[src/rtl/core/aaew_pkg.sv]
// Shared constants, types and helpers for the antialiased edge walker.
package aaew_pkg;

  localparam int unsigned CoordIntBits  = 10;
  localparam int unsigned CoordFracBits = 8;
  localparam int unsigned CoordW        = CoordIntBits + CoordFracBits;
  localparam int unsigned UpShift       = 16 - CoordFracBits;
  localparam int unsigned NumW          = 64;
  localparam int unsigned DenW          = CoordW + 1;
  localparam int unsigned QueueDepth    = 2;

  localparam logic [1:0] KindPixel = 2'd0;
  localparam logic [1:0] KindFill  = 2'd1;
  localparam logic [1:0] KindIdle  = 2'd2;

  localparam logic ModeLoad    = 1'b0;
  localparam logic ModeAdvance = 1'b1;

  typedef struct packed {
    logic              mode;
    logic [CoordW-1:0] x_start;
    logic [CoordW-1:0] y_start;
    logic [CoordW-1:0] x_end;
    logic [CoordW-1:0] y_end;
  } req_t;

  typedef struct packed {
    logic [1:0]  kind;
    logic [11:0] px;
    logic [9:0]  py;
    logic [7:0]  alpha;
    logic        last;
  } rsp_t;

  // Decoded request passed from the front part to the back part.
  typedef struct packed {
    logic              advance;
    logic              refused;
    logic              x_major;
    logic              dir_neg;
    logic              degenerate;
    logic [NumW-1:0]   ival_num;
    logic [NumW-1:0]   grad_num;
    logic [DenW-1:0]   den;
    logic [CoordW-1:0] x_start;
    logic [CoordW-1:0] y_start;
    logic [CoordW-1:0] x_end;
    logic [CoordW-1:0] y_end;
  } cmd_t;

  function automatic logic [7:0] row_alpha(input logic [CoordFracBits-1:0] f);
    logic [CoordFracBits+7:0] p;
    p = {8'd0, f} * (CoordFracBits+8)'(255);
    return p[CoordFracBits +: 8];
  endfunction

endpackage

[src/rtl/core/aaew_if.sv]
// Valid/ready channel interface carrying a payload.
interface aaew_if #(parameter type T = logic);
  logic valid;
  logic ready;
  T     data;
  modport source (output valid, output data, input ready);
  modport sink (input valid, input data, output ready);
endinterface

[src/rtl/core/aaew_front.sv]
// Front part: accept requests, classify the edge and build division operands.
module aaew_front (
  input  logic                clk_i,
  input  logic                rst_ni,
  input  logic                req_valid_i,
  output logic                req_ready_o,
  input  aaew_pkg::req_t      req_i,
  output logic                cmd_valid_o,
  input  logic                cmd_ready_i,
  output aaew_pkg::cmd_t      cmd_o
);

  localparam int unsigned W = aaew_pkg::CoordW;
  localparam int unsigned F = aaew_pkg::CoordFracBits;
  localparam int unsigned Q = aaew_pkg::QueueDepth;

  aaew_pkg::cmd_t cmd_d;
  aaew_pkg::cmd_t fifo_q [Q];
  logic [0:0] wr_q, rd_q;
  logic [1:0] cnt_q;

  logic signed [W+1:0] x0, y0, x1, y1, dx, dy, adx, h;
  logic signed [2*W+3:0] prod_a, prod_b;
  logic signed [63:0] num_i, num_g;

  always_comb begin
    x0 = {2'b00, req_i.x_start};
    y0 = {2'b00, req_i.y_start};
    x1 = {2'b00, req_i.x_end};
    y1 = {2'b00, req_i.y_end};
    dx = x1 - x0;
    dy = y1 - y0;
    adx = dx[W+1] ? -dx : dx;
    cmd_d = '0;
    cmd_d.advance = (req_i.mode == aaew_pkg::ModeAdvance);
    cmd_d.refused = y1 < y0;
    cmd_d.dir_neg = dx[W+1];
    cmd_d.x_major = adx > dy;
    cmd_d.degenerate = !cmd_d.x_major && (dy == '0);
    cmd_d.x_start = req_i.x_start;
    cmd_d.y_start = req_i.y_start;
    cmd_d.x_end = req_i.x_end;
    cmd_d.y_end = req_i.y_end;
    if (cmd_d.x_major) begin
      h = (W+2)'(1 << (F-1)) - {(W+2-F)'(0), req_i.x_start[F-1:0]};
      prod_a = y0 * dx;
      prod_b = dy * h;
      num_i = 64'(prod_a + prod_b) <<< aaew_pkg::UpShift;
      if (dx[W+1]) num_i = -num_i;
      num_g = 64'(dy) <<< 16;
      cmd_d.den = aaew_pkg::DenW'(adx);
    end else begin
      h = (W+2)'(1 << (F-1)) - {(W+2-F)'(0), req_i.y_start[F-1:0]};
      prod_a = x0 * dy;
      prod_b = dx * h;
      num_i = 64'(prod_a + prod_b) <<< aaew_pkg::UpShift;
      num_g = 64'(dx) <<< 16;
      cmd_d.den = aaew_pkg::DenW'(dy);
    end
    cmd_d.ival_num = num_i;
    cmd_d.grad_num = num_g;
  end

  assign req_ready_o = cnt_q != 2'(Q);
  assign cmd_valid_o = cnt_q != '0;
  assign cmd_o = fifo_q[rd_q];

  always_ff @(posedge clk_i) begin
    if (req_valid_i && req_ready_o) begin
      fifo_q[wr_q] <= cmd_d;
    end
  end

  always_ff @(posedge clk_i or negedge rst_ni) begin
    if (!rst_ni) begin
      wr_q <= '0;
      rd_q <= '0;
      cnt_q <= '0;
    end else begin
      if (req_valid_i && req_ready_o) wr_q <= wr_q + 1'b1;
      if (cmd_valid_o && cmd_ready_i) rd_q <= rd_q + 1'b1;
      cnt_q <= cnt_q + 2'(req_valid_i && req_ready_o) - 2'(cmd_valid_o && cmd_ready_i);
    end
  end

endmodule

[src/rtl/core/aaew_div.sv]
// Iterative signed divider, one quotient bit per cycle, truncating toward zero.
module aaew_div (
  input  logic                          clk_i,
  input  logic                          rst_ni,
  input  logic                          start_i,
  input  logic [aaew_pkg::NumW-1:0]     num_i,
  input  logic [aaew_pkg::DenW-1:0]     den_i,
  output logic                          done_o,
  output logic [aaew_pkg::NumW-1:0]     quo_o
);

  localparam int unsigned N = aaew_pkg::NumW;
  localparam int unsigned D = aaew_pkg::DenW;

  logic [N-1:0] q_q;
  logic [D:0]   r_q;
  logic [D-1:0] d_q;
  logic         neg_q, busy_q;
  logic [$clog2(N+1)-1:0] cnt_q;
  logic [D:0]   r_sh, r_sub;

  assign r_sh = {r_q[D-1:0], q_q[N-1]};
  assign r_sub = r_sh - {1'b0, d_q};
  assign done_o = busy_q && (cnt_q == '0);
  assign quo_o = neg_q ? -q_q : q_q;

  always_ff @(posedge clk_i or negedge rst_ni) begin
    if (!rst_ni) begin
      busy_q <= 1'b0;
      cnt_q <= '0;
    end else if (start_i) begin
      busy_q <= 1'b1;
      cnt_q <= ($clog2(N+1))'(N);
    end else if (done_o) begin
      busy_q <= 1'b0;
    end else if (busy_q) begin
      cnt_q <= cnt_q - 1'b1;
    end
  end

  always_ff @(posedge clk_i) begin
    if (start_i) begin
      q_q <= num_i[N-1] ? -num_i : num_i;
      neg_q <= num_i[N-1];
      r_q <= '0;
      d_q <= den_i;
    end else if (busy_q && cnt_q != '0) begin
      if (!r_sub[D]) begin
        r_q <= r_sub;
        q_q <= {q_q[N-2:0], 1'b1};
      end else begin
        r_q <= r_sh;
        q_q <= {q_q[N-2:0], 1'b0};
      end
    end
  end

endmodule

[src/rtl/core/aaew_back.sv]
// Back part: run the slope divisions and walk the edge, one result per advance.
module aaew_back (
  input  logic                clk_i,
  input  logic                rst_ni,
  input  logic                cmd_valid_i,
  output logic                cmd_ready_o,
  input  aaew_pkg::cmd_t      cmd_i,
  output logic                rsp_valid_o,
  input  logic                rsp_ready_i,
  output aaew_pkg::rsp_t      rsp_o
);

  localparam int unsigned F = aaew_pkg::CoordFracBits;
  localparam int unsigned W = aaew_pkg::CoordW;

  typedef enum logic [2:0] {StRun, StDivI, StDivG, StFin} st_e;
  typedef enum logic [1:0] {PhIdle, PhPixel, PhFill} ph_e;

  st_e st_q;
  ph_e ph_q;
  logic [31:0] acc_q, grad_q;
  logic signed [12:0] cur_x_q, end_x_q, fill_x_q;
  logic signed [11:0] cur_y_q, end_y_q;
  logic [7:0] pend_q, fill_q, end_fill_q;
  logic dir_neg_q, x_major_q;
  aaew_pkg::cmd_t c_q;
  logic [31:0] ival_q;

  logic div_start, div_done;
  logic [aaew_pkg::NumW-1:0] div_num, quo;
  logic busy_flag_q;

  logic out_full_q;
  aaew_pkg::rsp_t out_q;
  aaew_pkg::rsp_t emit_d;
  logic fire;

  aaew_div u_div (
    .clk_i, .rst_ni, .start_i(div_start), .num_i(div_num),
    .den_i(c_q.den), .done_o(div_done), .quo_o(quo)
  );

  logic can_emit;
  assign can_emit = !out_full_q || rsp_ready_i;
  assign cmd_ready_o = (st_q == StRun) && (!cmd_i.advance || can_emit);
  assign rsp_valid_o = out_full_q;
  assign rsp_o = out_q;
  assign fire = (st_q == StRun) && cmd_valid_i && cmd_ready_o && cmd_i.advance;

  assign div_start = (st_q == StDivI && !div_done && c_q.degenerate == 1'b0 &&
                      !busy_flag_q) || (st_q == StDivG && !busy_flag_q);
  assign div_num = (st_q == StDivI) ? c_q.ival_num : c_q.grad_num;

  // Combinational walk step
  logic [31:0] acc_n;
  logic signed [12:0] row, nx;
  logic [7:0] na;
  logic [7:0] a0, unfill0;
  logic signed [11:0] ny;

  always_comb begin
    acc_n = acc_q + grad_q;
    row = 13'(signed'(acc_n[31:16]));
    na = x_major_q ? 8'((acc_n ^ {32{dir_neg_q}}) >> 8) : 8'(8'd255 - acc_n[15:8]);
    nx = cur_x_q + (dir_neg_q ? -13'sd1 : 13'sd1);
    ny = cur_y_q + 12'sd1;
    a0 = c_q.x_major ? 8'((ival_q ^ {32{c_q.dir_neg}}) >> 8) : 8'(8'd255 - ival_q[15:8]);
    unfill0 = aaew_pkg::row_alpha(c_q.y_start[F-1:0]);
  end

  always_comb begin
    emit_d = '0;
    case (ph_q)
      PhPixel: begin
        emit_d.kind = aaew_pkg::KindPixel;
        emit_d.px = cur_x_q[11:0];
        emit_d.py = cur_y_q[9:0];
        emit_d.alpha = pend_q;
      end
      PhFill: begin
        emit_d.kind = aaew_pkg::KindFill;
        emit_d.px = fill_x_q[11:0];
        emit_d.py = cur_y_q[9:0];
        emit_d.alpha = fill_q;
        emit_d.last = ny > end_y_q;
      end
      default: emit_d.kind = aaew_pkg::KindIdle;
    endcase
  end

  always_ff @(posedge clk_i or negedge rst_ni) begin
    if (!rst_ni) begin
      st_q <= StRun;
      ph_q <= PhIdle;
      busy_flag_q <= 1'b0;
      out_full_q <= 1'b0;
      acc_q <= '0;
      grad_q <= '0;
      cur_x_q <= '0;
      cur_y_q <= '0;
      end_x_q <= '0;
      end_y_q <= '0;
      fill_x_q <= '0;
      pend_q <= '0;
      fill_q <= '0;
      end_fill_q <= '0;
      dir_neg_q <= 1'b0;
      x_major_q <= 1'b0;
      ival_q <= '0;
      c_q <= '0;
      out_q <= '0;
    end else begin
      if (fire) begin
        out_full_q <= 1'b1;
        out_q <= emit_d;
      end else if (rsp_ready_i) begin
        out_full_q <= 1'b0;
      end
      case (st_q)
        StRun: begin
          if (cmd_valid_i && cmd_ready_o) begin
            if (!cmd_i.advance) begin
              if (cmd_i.refused) begin
                ph_q <= PhIdle;
              end else begin
                c_q <= cmd_i;
                busy_flag_q <= 1'b0;
                st_q <= StDivI;
              end
            end else begin
              case (ph_q)
                PhPixel: begin
                  acc_q <= acc_n;
                  pend_q <= na;
                  if (x_major_q) begin
                    cur_x_q <= nx;
                    if (row != 13'(cur_y_q) ||
                        (dir_neg_q ? (nx <= end_x_q) : (nx > end_x_q))) begin
                      if (!dir_neg_q) fill_x_q <= cur_x_q + 13'sd1;
                      ph_q <= PhFill;
                    end
                  end else begin
                    cur_x_q <= row;
                    ph_q <= PhFill;
                  end
                end
                PhFill: begin
                  cur_y_q <= ny;
                  if (ny > end_y_q) begin
                    ph_q <= PhIdle;
                  end else begin
                    if (ny == end_y_q) begin
                      fill_q <= end_fill_q;
                      pend_q <= (pend_q > 8'(8'd255 - end_fill_q)) ?
                                8'(pend_q - (8'd255 - end_fill_q)) : 8'd0;
                    end else begin
                      fill_q <= 8'd255;
                    end
                    fill_x_q <= cur_x_q + 13'sd1;
                    ph_q <= PhPixel;
                  end
                end
                default: ;
              endcase
            end
          end
        end
        StDivI: begin
          if (c_q.degenerate) begin
            ival_q <= 32'({c_q.x_start, {aaew_pkg::UpShift{1'b0}}});
            grad_q <= '0;
            st_q <= StFin;
          end else if (!busy_flag_q) begin
            busy_flag_q <= 1'b1;
          end else if (div_done) begin
            ival_q <= quo[31:0];
            busy_flag_q <= 1'b0;
            st_q <= StDivG;
          end
        end
        StDivG: begin
          if (!busy_flag_q) begin
            busy_flag_q <= 1'b1;
          end else if (div_done) begin
            grad_q <= quo[31:0];
            busy_flag_q <= 1'b0;
            st_q <= StFin;
          end
        end
        StFin: begin
          acc_q <= ival_q;
          dir_neg_q <= c_q.dir_neg;
          x_major_q <= c_q.x_major;
          fill_q <= 8'(8'd255 - unfill0);
          pend_q <= (a0 > unfill0) ? 8'(a0 - unfill0) : 8'd0;
          end_fill_q <= aaew_pkg::row_alpha(c_q.y_end[F-1:0]);
          cur_x_q <= 13'(c_q.x_start[W-1:F]);
          cur_y_q <= 12'(c_q.y_start[W-1:F]);
          end_x_q <= 13'(c_q.x_end[W-1:F]);
          end_y_q <= 12'(c_q.y_end[W-1:F]);
          fill_x_q <= 13'(c_q.x_start[W-1:F]) + 13'sd1;
          ph_q <= PhPixel;
          st_q <= StRun;
        end
        default: st_q <= StRun;
      endcase
    end
  end

endmodule

[src/rtl/core/antialiased_edge_walker.sv]
// Top level of the antialiased edge walker.
// Advance request: queued, then registered at the output; one per cycle unstalled.
// Load request: back part busy for the two slope divisions in the shared
// one-bit-per-cycle divider (none for a point edge); later requests wait in a
// two-entry queue.
// Asynchronous active-low reset clears all walk state and goes idle.
module antialiased_edge_walker (
  input  logic   clk_i,
  input  logic   rst_ni,
  aaew_if.sink   req,
  aaew_if.source rsp
);

  logic           cmd_valid, cmd_ready;
  aaew_pkg::cmd_t cmd;

  aaew_front u_front (
    .clk_i, .rst_ni,
    .req_valid_i(req.valid), .req_ready_o(req.ready), .req_i(req.data),
    .cmd_valid_o(cmd_valid), .cmd_ready_i(cmd_ready), .cmd_o(cmd)
  );

  aaew_back u_back (
    .clk_i, .rst_ni,
    .cmd_valid_i(cmd_valid), .cmd_ready_o(cmd_ready), .cmd_i(cmd),
    .rsp_valid_o(rsp.valid), .rsp_ready_i(rsp.ready), .rsp_o(rsp.data)
  );

endmodule

[src/flat_wrapper.sv]
// flat-port wrapper written by rule: the top's interface ports become plain ports
module antialiased_edge_walker_flat 
  (clk_i, rst_ni, req_valid, req_data, req_ready, rsp_valid, rsp_data, rsp_ready);
  aaew_if req_i ();
  aaew_if rsp_i ();
  input  logic clk_i;
  input  logic rst_ni;
  input wire logic [$bits(req_i.valid)-1:0] req_valid;
  input wire logic [$bits(req_i.data)-1:0] req_data;
  output wire logic [$bits(req_i.ready)-1:0] req_ready;
  output wire logic [$bits(rsp_i.valid)-1:0] rsp_valid;
  output wire logic [$bits(rsp_i.data)-1:0] rsp_data;
  input wire logic [$bits(rsp_i.ready)-1:0] rsp_ready;
  assign req_i.valid = req_valid;
  assign req_i.data = req_data;
  assign req_ready = req_i.ready;
  assign rsp_valid = rsp_i.valid;
  assign rsp_data = rsp_i.data;
  assign rsp_i.ready = rsp_ready;
  antialiased_edge_walker u_core (.clk_i(clk_i), .rst_ni(rst_ni), .req(req_i), .rsp(rsp_i));
endmodule
[config.mk]
export PLATFORM = sky130hd
export DESIGN_NAME = antialiased_edge_walker_flat
export DESIGN_NICKNAME = d
export VERILOG_FILES = /design/src/rtl/core/aaew_pkg.sv /design/src/rtl/core/aaew_if.sv /design/src/rtl/core/aaew_front.sv /design/src/rtl/core/aaew_div.sv /design/src/rtl/core/aaew_back.sv /design/src/rtl/core/antialiased_edge_walker.sv /design/src/flat_wrapper.sv
export SDC_FILE = /design/constraint.sdc
export NUM_CORES = 1
export LEC_CHECK = 0
export BUFFER_PORTS_ARGS = -buffer_cell sky130_fd_sc_hd__clkbuf_2
export CAP_MARGIN = 40
export CORE_MARGIN = 2
export CORE_UTILIZATION = 45
export CTS_CLUSTER_DIAMETER = 150
export DETAILED_ROUTE_END_ITERATION = 6
export PLACE_DENSITY = 0.68
export SLEW_MARGIN = 0
export SYNTH_ARGS = -nofsm -noshare
export SYNTH_HDL_FRONTEND = slang
export SYNTH_SLANG_ARGS = --single-unit
[constraint.sdc]
create_clock -name clk_i -period 1.7 [get_ports clk_i]
set_input_delay 0.17 -clock clk_i [delete_from_list [all_inputs] [get_ports clk_i]]
set_output_delay 0.17 -clock clk_i [all_outputs]
set_load 0.005 [all_outputs]
* Yosys cells after proc, flatten, opt, wreduce, memory -nomap -nowiden
Memories as Yosys holds them, arrays and structs flattened.
Cells that the tools add are included.
** Storage, ports and cells
- RAM bits :: 76
- Latch bits :: 0
- Memory bits (read-only) :: 0
- Logic and storage cells :: 185
- Input port bits :: 5
- Register bits :: 488
- Output and inout bits :: 3
- Memories :: 1
** Memory list
- u_core.u_front.fifo_q :: words 2, bits a word 38, rd ports 1, clocked after memory_dff 0, wr ports 1, line aaew_front.sv:18 : aaew_pkg::cmd_t fifo_q [Q];
** Cells by class
- Bitwise operators :: 3
- Add/subtract/negate cells :: 11
- Equality and inequality tests :: 23
- Div/mod/pow operators :: 0
- Mux-type cells :: 64
- Magnitude comparators :: 5
- Reductions and logical operators :: 45
- Shift operators :: 0
- Multiply operators :: 0
** Operators with widths (number)
- 32-bit two-way mux :: 8
- 64-bit two-way mux :: 4
- 32-bit case mux with 2 select lines :: 2
- 13-bit two-way mux :: 5
- 64-bit negation :: 1
- 12-bit two-way mux :: 3
- 32-bit adder :: 1
- 32-bit negation :: 1
- 13-bit case mux with 2 select lines :: 1
- 3-bit two-way mux :: 8
- 12-bit case mux with 2 select lines :: 1
- 7-bit two-way mux :: 3
- 20-bit zero test :: 1
- 20-bit by 19-bit subtractor with 20-bit output :: 1
- 19-bit two-way mux :: 1
- 2-bit inequality test, second input constant :: 9
- 2-bit nonzero test :: 9
- 1-bit two-way mux :: 17
- 17-bit two-way mux :: 1
- 16-bit two-way mux :: 1
- 4-bit AND reduction :: 4
- 13-bit adder :: 1
- 13-bit by 11-bit > comparator with 1-bit output :: 1
- 13-bit by 11-bit less-or-equal comparator with 1-bit output :: 1
- 37 further kinds :: 66

* Depth between registers and ports, before layout
- Word-level depth :: 11
- Mapped depth :: 9
- Depth with buffers taken out :: 9

* Modules after synthesis
From an unflattened synthesis, not the netlist that was laid out.
** Unflattened totals
- Cell total of the unflattened synthesis :: 9364
- Area total of the unflattened synthesis :: 87793.0 µm²
** Modules (own cells, without submodules)
- aaew_front :: instances 1, cells each 5512, seq. area each 10369.9 µm², area each 53786.6 µm²
- aaew_back :: instances 1, cells each 2908, seq. area each 10585.2 µm², area each 25657.1 µm²
- aaew_div :: instances 1, cells each 943, seq. area each 3103.0 µm², area each 8345.5 µm²
- antialiased_edge_walker :: instances 1, cells each 1, seq. area each 0.0 µm², area each 3.8 µm²

* Worst setup path after synthesis
Ideal clock, no wire load.
- Kind :: register to register
- From :: reg u_core.u_back.st_q[0]
- To :: reg u_core.u_front.cnt_q[1]
- Arrival time :: 1.596 ns
- Library setup time :: 0.123 ns
- Cell stages (with the launch flop) :: 10
- Slack :: -0.019 ns
- Buffers on the path :: 0
- Data required time :: 1.577 ns
- Clock period less this slack :: 1.719 ns
- Cells stage by stage :: dfrtp_1 > inv_1 > ha_1 > o21ai_0 > inv_1 > ha_1 > inv_1 > ha_1 > xnor2_1 > xnor2_1
** Between the ends
- Cells in the longest elaborated chain, start to end :: 4
** Ends and longest elaborated chain
- from (decl) :: line aaew_back.sv:19 : st_e st_q;
- from (signal assigned) :: line aaew_back.sv:93 : st_q <= StRun;
- from (signal assigned) :: line aaew_back.sv:128 : st_q <= StDivI;
- from (signal assigned) :: line aaew_back.sv:172 : st_q <= StFin;
- 3-bit zero test :: line aaew_back.sv:45 : assign cmd_ready_o = (st_q == StRun) && (!cmd_i.advance || can_emit);
- 1-bit logical AND :: line aaew_back.sv:45
- 1-bit logical AND :: line aaew_front.sv:82 : cnt_q <= cnt_q + 2'(req_valid_i && req_ready_o) - 2'(cmd_valid_o && cmd_ready_i);
- 2-bit by 1-bit subtractor with 2-bit output :: line aaew_front.sv:82
- to (signal assigned) :: line aaew_front.sv:82
- to (decl) :: line aaew_front.sv:20 : logic [1:0] cnt_q;
Every way passes these cells.
A chain may end at the register's enable or synchronous reset.

* Worst setup path after layout
- From :: reg u_core.u_back.st_q[0]
- To :: reg u_core.u_back.u_div.cnt_q[2]
** Between the ends
- Cells in the longest elaborated chain, start to end :: 7
- Elaborated cells between the ends (all ways) :: 11
- Those cells by class :: 3 x eq/ne; 1 x mux; 7 x reduce/logical
** Ends and longest elaborated chain
- 3-bit by 1-bit equality test with 1-bit output :: line aaew_back.sv:50 : assign div_start = (st_q == StDivI && !div_done && c_q.degenerate == 1'b0 &&
- 1-bit logical AND (3 in a row) :: line aaew_back.sv:50
- 1-bit logical OR (*) :: line aaew_back.sv:51 : !busy_flag_q) || (st_q == StDivG && !busy_flag_q);
- 2-bit inequality test (no line) / 2-bit nonzero test (equally long branches)
- 2-bit AND reduction (no line)
- to (signal assigned) :: line aaew_div.sv:33 : cnt_q <= ($clog2(N+1))'(N);
- to (signal assigned) :: line aaew_div.sv:37 : cnt_q <= cnt_q - 1'b1;
- to (decl) :: line aaew_div.sv:19 : logic [$clog2(N+1)-1:0] cnt_q;
Mark *: on every way between the ends. The rest lies on a longest branch, timed or not.

==> flow_summary_export.csv <==
group,metric,value,unit
status,status,"complete, no violations",
timing,final_hold_viol_count,0,
synthesis,ys_warn_count,0,
routing,drtPass1Iterations,4,
floorplanning,ios,8,
power_and_ir_drop,p_total,0.00265,W
floorplanning,dieArea,2700,sq um
setup_path,crit_required,1890,ps
synthesis,syn_area,1030,sq um
power_and_ir_drop,p_int,0.00163,W
setup_path,cp-endpoint,"u_core.u_back.u_div.cnt_q[2]",
timing,finClkSkew,3.74,ps
power_and_ir_drop,combinationalPowerShare,59.5,%
final_layout,drive_above_1_share,37.7,%
synthesis,synth_edf_count,2,
synthesis,yosys.area.top_type,"dfrtp_1",
grt,overflow,0,
timing,setup_viol,0,
synthesis,ys.flop_type,"dfrtp_1",
synthesis,ys_types,37,
final_layout,stdcell_count,142,
floorplanning,num_rows,17,
synthesis,synthArstFlopShare,88.9,%
setup_path,reg2reg_setup_slack,50,ps
power_and_ir_drop,seqPwrFrac,32.0,%
clock_network,htreeDepth,1,
placed_design,place_inst,133,
setup_path,crit_arrival,1840,ps
timing,slew_viol_final,0,
synthesis,synth_xor_area_share,4.23,%
floorplanning,die_h,52.0,um
run,maxCapViolCount,0,
routing,post-route-drc-count,0,
setup_path,cp_max_fo,5,
placed_design,gp_congestion,0.798,
power_and_ir_drop,power_density,2080,nW/um^2
final_layout,layout_commonest_cell,"dfrtp_1",
synthesis,synth_mux_area_share,4.23,%
grt,first_global_vias,677,
synthesis,synth_area_per_cell,11.0,sq um
floorplanning,chipWidth,52.0,um
synthesis,synth_compound_area_share,16.1,%
synthesis,synth_seq_cells,18,
clock_network,ctsRootBufferMaster,"clkbuf_4",
clock_network,clk_pin_slew,110,ps
routing,wl_per_cell,11.9,um
synthesis,synth_top_family_by_area,"compound AO/OA/AOI/OAI gates",
synthesis,yosysSeqAreaShare,44.5,%
grt,antenna_found_initial,0,
routing,wl,1690,um
min_path,min_path_type,"input port to register",
routing,viasPerCell,5.08,
timing,hold_slack,98.4,ps
final_layout,fillCellCount,179,
routing,vias,722,
placed_design,port_buffers,4,
grt,grt_pass1_wl,2830,um
final_layout,mostFrequentLayoutCells,"dfrtp_1, buf_4, inv_1",
clock_network,cts_tree,"built",
setup_path,cp-end-kind,"register",
clock_network,cts.path.max_buffers,2,
synthesis,netlist_instances,94,
clock_network,clock_latency,300,ps
setup_path,r2r_start,"u_core.u_back.st_q[0]",
power_and_ir_drop,power_switching_share,38.5,%
power_and_ir_drop,p_clk_share,8.5,%
setup_path,timing.rr.end,"u_core.u_back.u_div.cnt_q[2]",
timing,fmax,605,MHz
floorplanning,floorplan.initialDensity,47.2,%
setup_path,crit_path_start,"u_core.u_back.st_q[0]",
clock_network,numCtsBuffers,3,
routing,drtIter0Drc,11,
timing,period_needed,1650,ps
timing,setup_slack,46.8,ps
synthesis,synthAdderAreaFrac,9.67,%
grt,grt_start_max_net_pins,17,
routing,ant_nets,0,
setup_path,ff2ff_path_depth,6,
placed_design,hpwl,1210,um
final_layout,final_nets,128,
final_layout,area_growth,22.9,%
power_and_ir_drop,peakVddDrop,1030,uV
floorplanning,core,2190,sq um
power_and_ir_drop,p_switching,0.00102,W
setup_path,critPathKind,"register to register",
synthesis,yosys.area_share.simple,15.8,%
final_layout,diodes,0,
power_and_ir_drop,leakage,0.573,nW
synthesis,ys_top_cells_by_area,"dfrtp_1, ha_1, edfxtp_1, xnor2_1, inv_1",
placed_design,pre_cts_ws,-54.1,ps
clock_network,clock-sinks,18,
timing,fin_crit_sh,97.2,%
setup_path,startpoint_type,"register",
synthesis,netlist.area_leader.share,38.7,%
grt,track_usage,14.6,%
final cells by class:
type | instances | area [sq um] | share of cell area, %
clock inverters | 1 | 3.75 | 0.295
well taps | 28 | 35.0 | 2.76
multi-input cells | 65 | 591 | 46.5
flip-flops and latches | 18 | 462 | 36.3
inverters | 10 | 37.5 | 2.95
clock buffers | 3 | 22.5 | 1.77
repair buffers | 17 | 120 | 9.45
repair_timing:
| item | 4_1_cts | 5_1_grt |
|---|---|---|
| hold buffers | 1 | 0 |
| buffers inserted | 2 | 2 |
| endpoints found under the hold margin | 16 | 0 |
| setup endpoints to repair | 4 | 6 |
| pin swaps | 3 | 2 |
| resized for setup | 4 | 13 |
worst min-delay path by stage:
stage	slack [ps]	startpoint	cells past startpoint	to
2_1_floorplan	-130	rst_ni	0	u_core.u_back.busy_flag_q
3_3_place_gp	120	rst_ni	1	u_core.u_back.u_div.cnt_q[4]
3_5_place_dp	120	rst_ni	1	u_core.u_back.u_div.cnt_q[4]
4_1_cts	100	req_data	2	u_core.u_front.fifo_q[0][35]
5_1_grt	100	req_data	2	u_core.u_front.fifo_q[1][35]
6_report	100	req_data	2	u_core.u_front.fifo_q[0][35]
through the flow:
| step | setup TNS, ps | area (sq um) | util, % |
|---|---|---|---|
| 5_1_grt | -0.868 | 1270 | 58.0 |
| 6_report | 0 | 1270 | 58.0 |
| 3_3_place_gp | -71.3 | 1140 | 52.0 |
| 3_5_place_dp | -150 | 1140 | 52.0 |
| 4_1_cts | 0 | 1200 | 54.8 |
| 2_1_floorplan | 0 | 1040 | - |
power groups by stage:
stage	clock [W]	combinational, W	sequential, W
after global routing	0.000259	0.00174	0.000878
after CTS	0.000229	0.00140	0.000838
after global placement	0	0.00130	0.000833
final	0.000224	0.00158	0.000848
after floorplan	0	0.000989	0.000825
after detailed placement	0	0.00133	0.000846
cells in the mapped netlist (all sizes together) (3+ instances only):
cell	n
nand2	4
nor2	5
dfrtp	16
inv	10
nand2b	4
o21ai	4
mux2	3
a211oi	3
nor2b	3
xnor2	5
ha	8
per-layer routing:
metal  vias up  wire length (um)  GRT usage, %
met5         -                 0             0
met4         0                40          7.89
met3         5                36          3.45
met2         8               751          22.8
met1       341               862          18.6
li1        368                 -             -
worst max-delay path: stages (launching register included):
cell	delay, ps
dfrtp_1	390
buf_4	140
ha_4	140
or3b_4	400
nand2_4	100
nor2_2	60
a221o_1	320
logic make-up (layout without fill, tap and decap cells):
kind of cell / Yosys count / in the layout
AOI/OAI and AO/OA: 20 / 20
adders and majority gates: 8 / 8
buffers and inverters: 12 / 31
muxes: 4 / 4
and+or+nand+nor: 26 / 26
DFF: 18 / 18
xor gates and xnor gates: 5 / 5
other: 1 / 2
sequential cells by signal (all words and copies together), names as in the netlist:
| name | cells |
|---|---|
| u_core.u_back.u_div.cnt_q | 7 |
| u_core.u_back.st_q | 2 |
| u_core.u_front.cnt_q | 2 |
| u_core.u_front.fifo_q | 2 |
| u_core.u_back.busy_flag_q | 1 |
| u_core.u_back.c_q | 1 |
| u_core.u_back.u_div.busy_q | 1 |
| u_core.u_front.rd_q | 1 |
| u_core.u_front.wr_q | 1 |
Power figures use the tool's default switching activity.
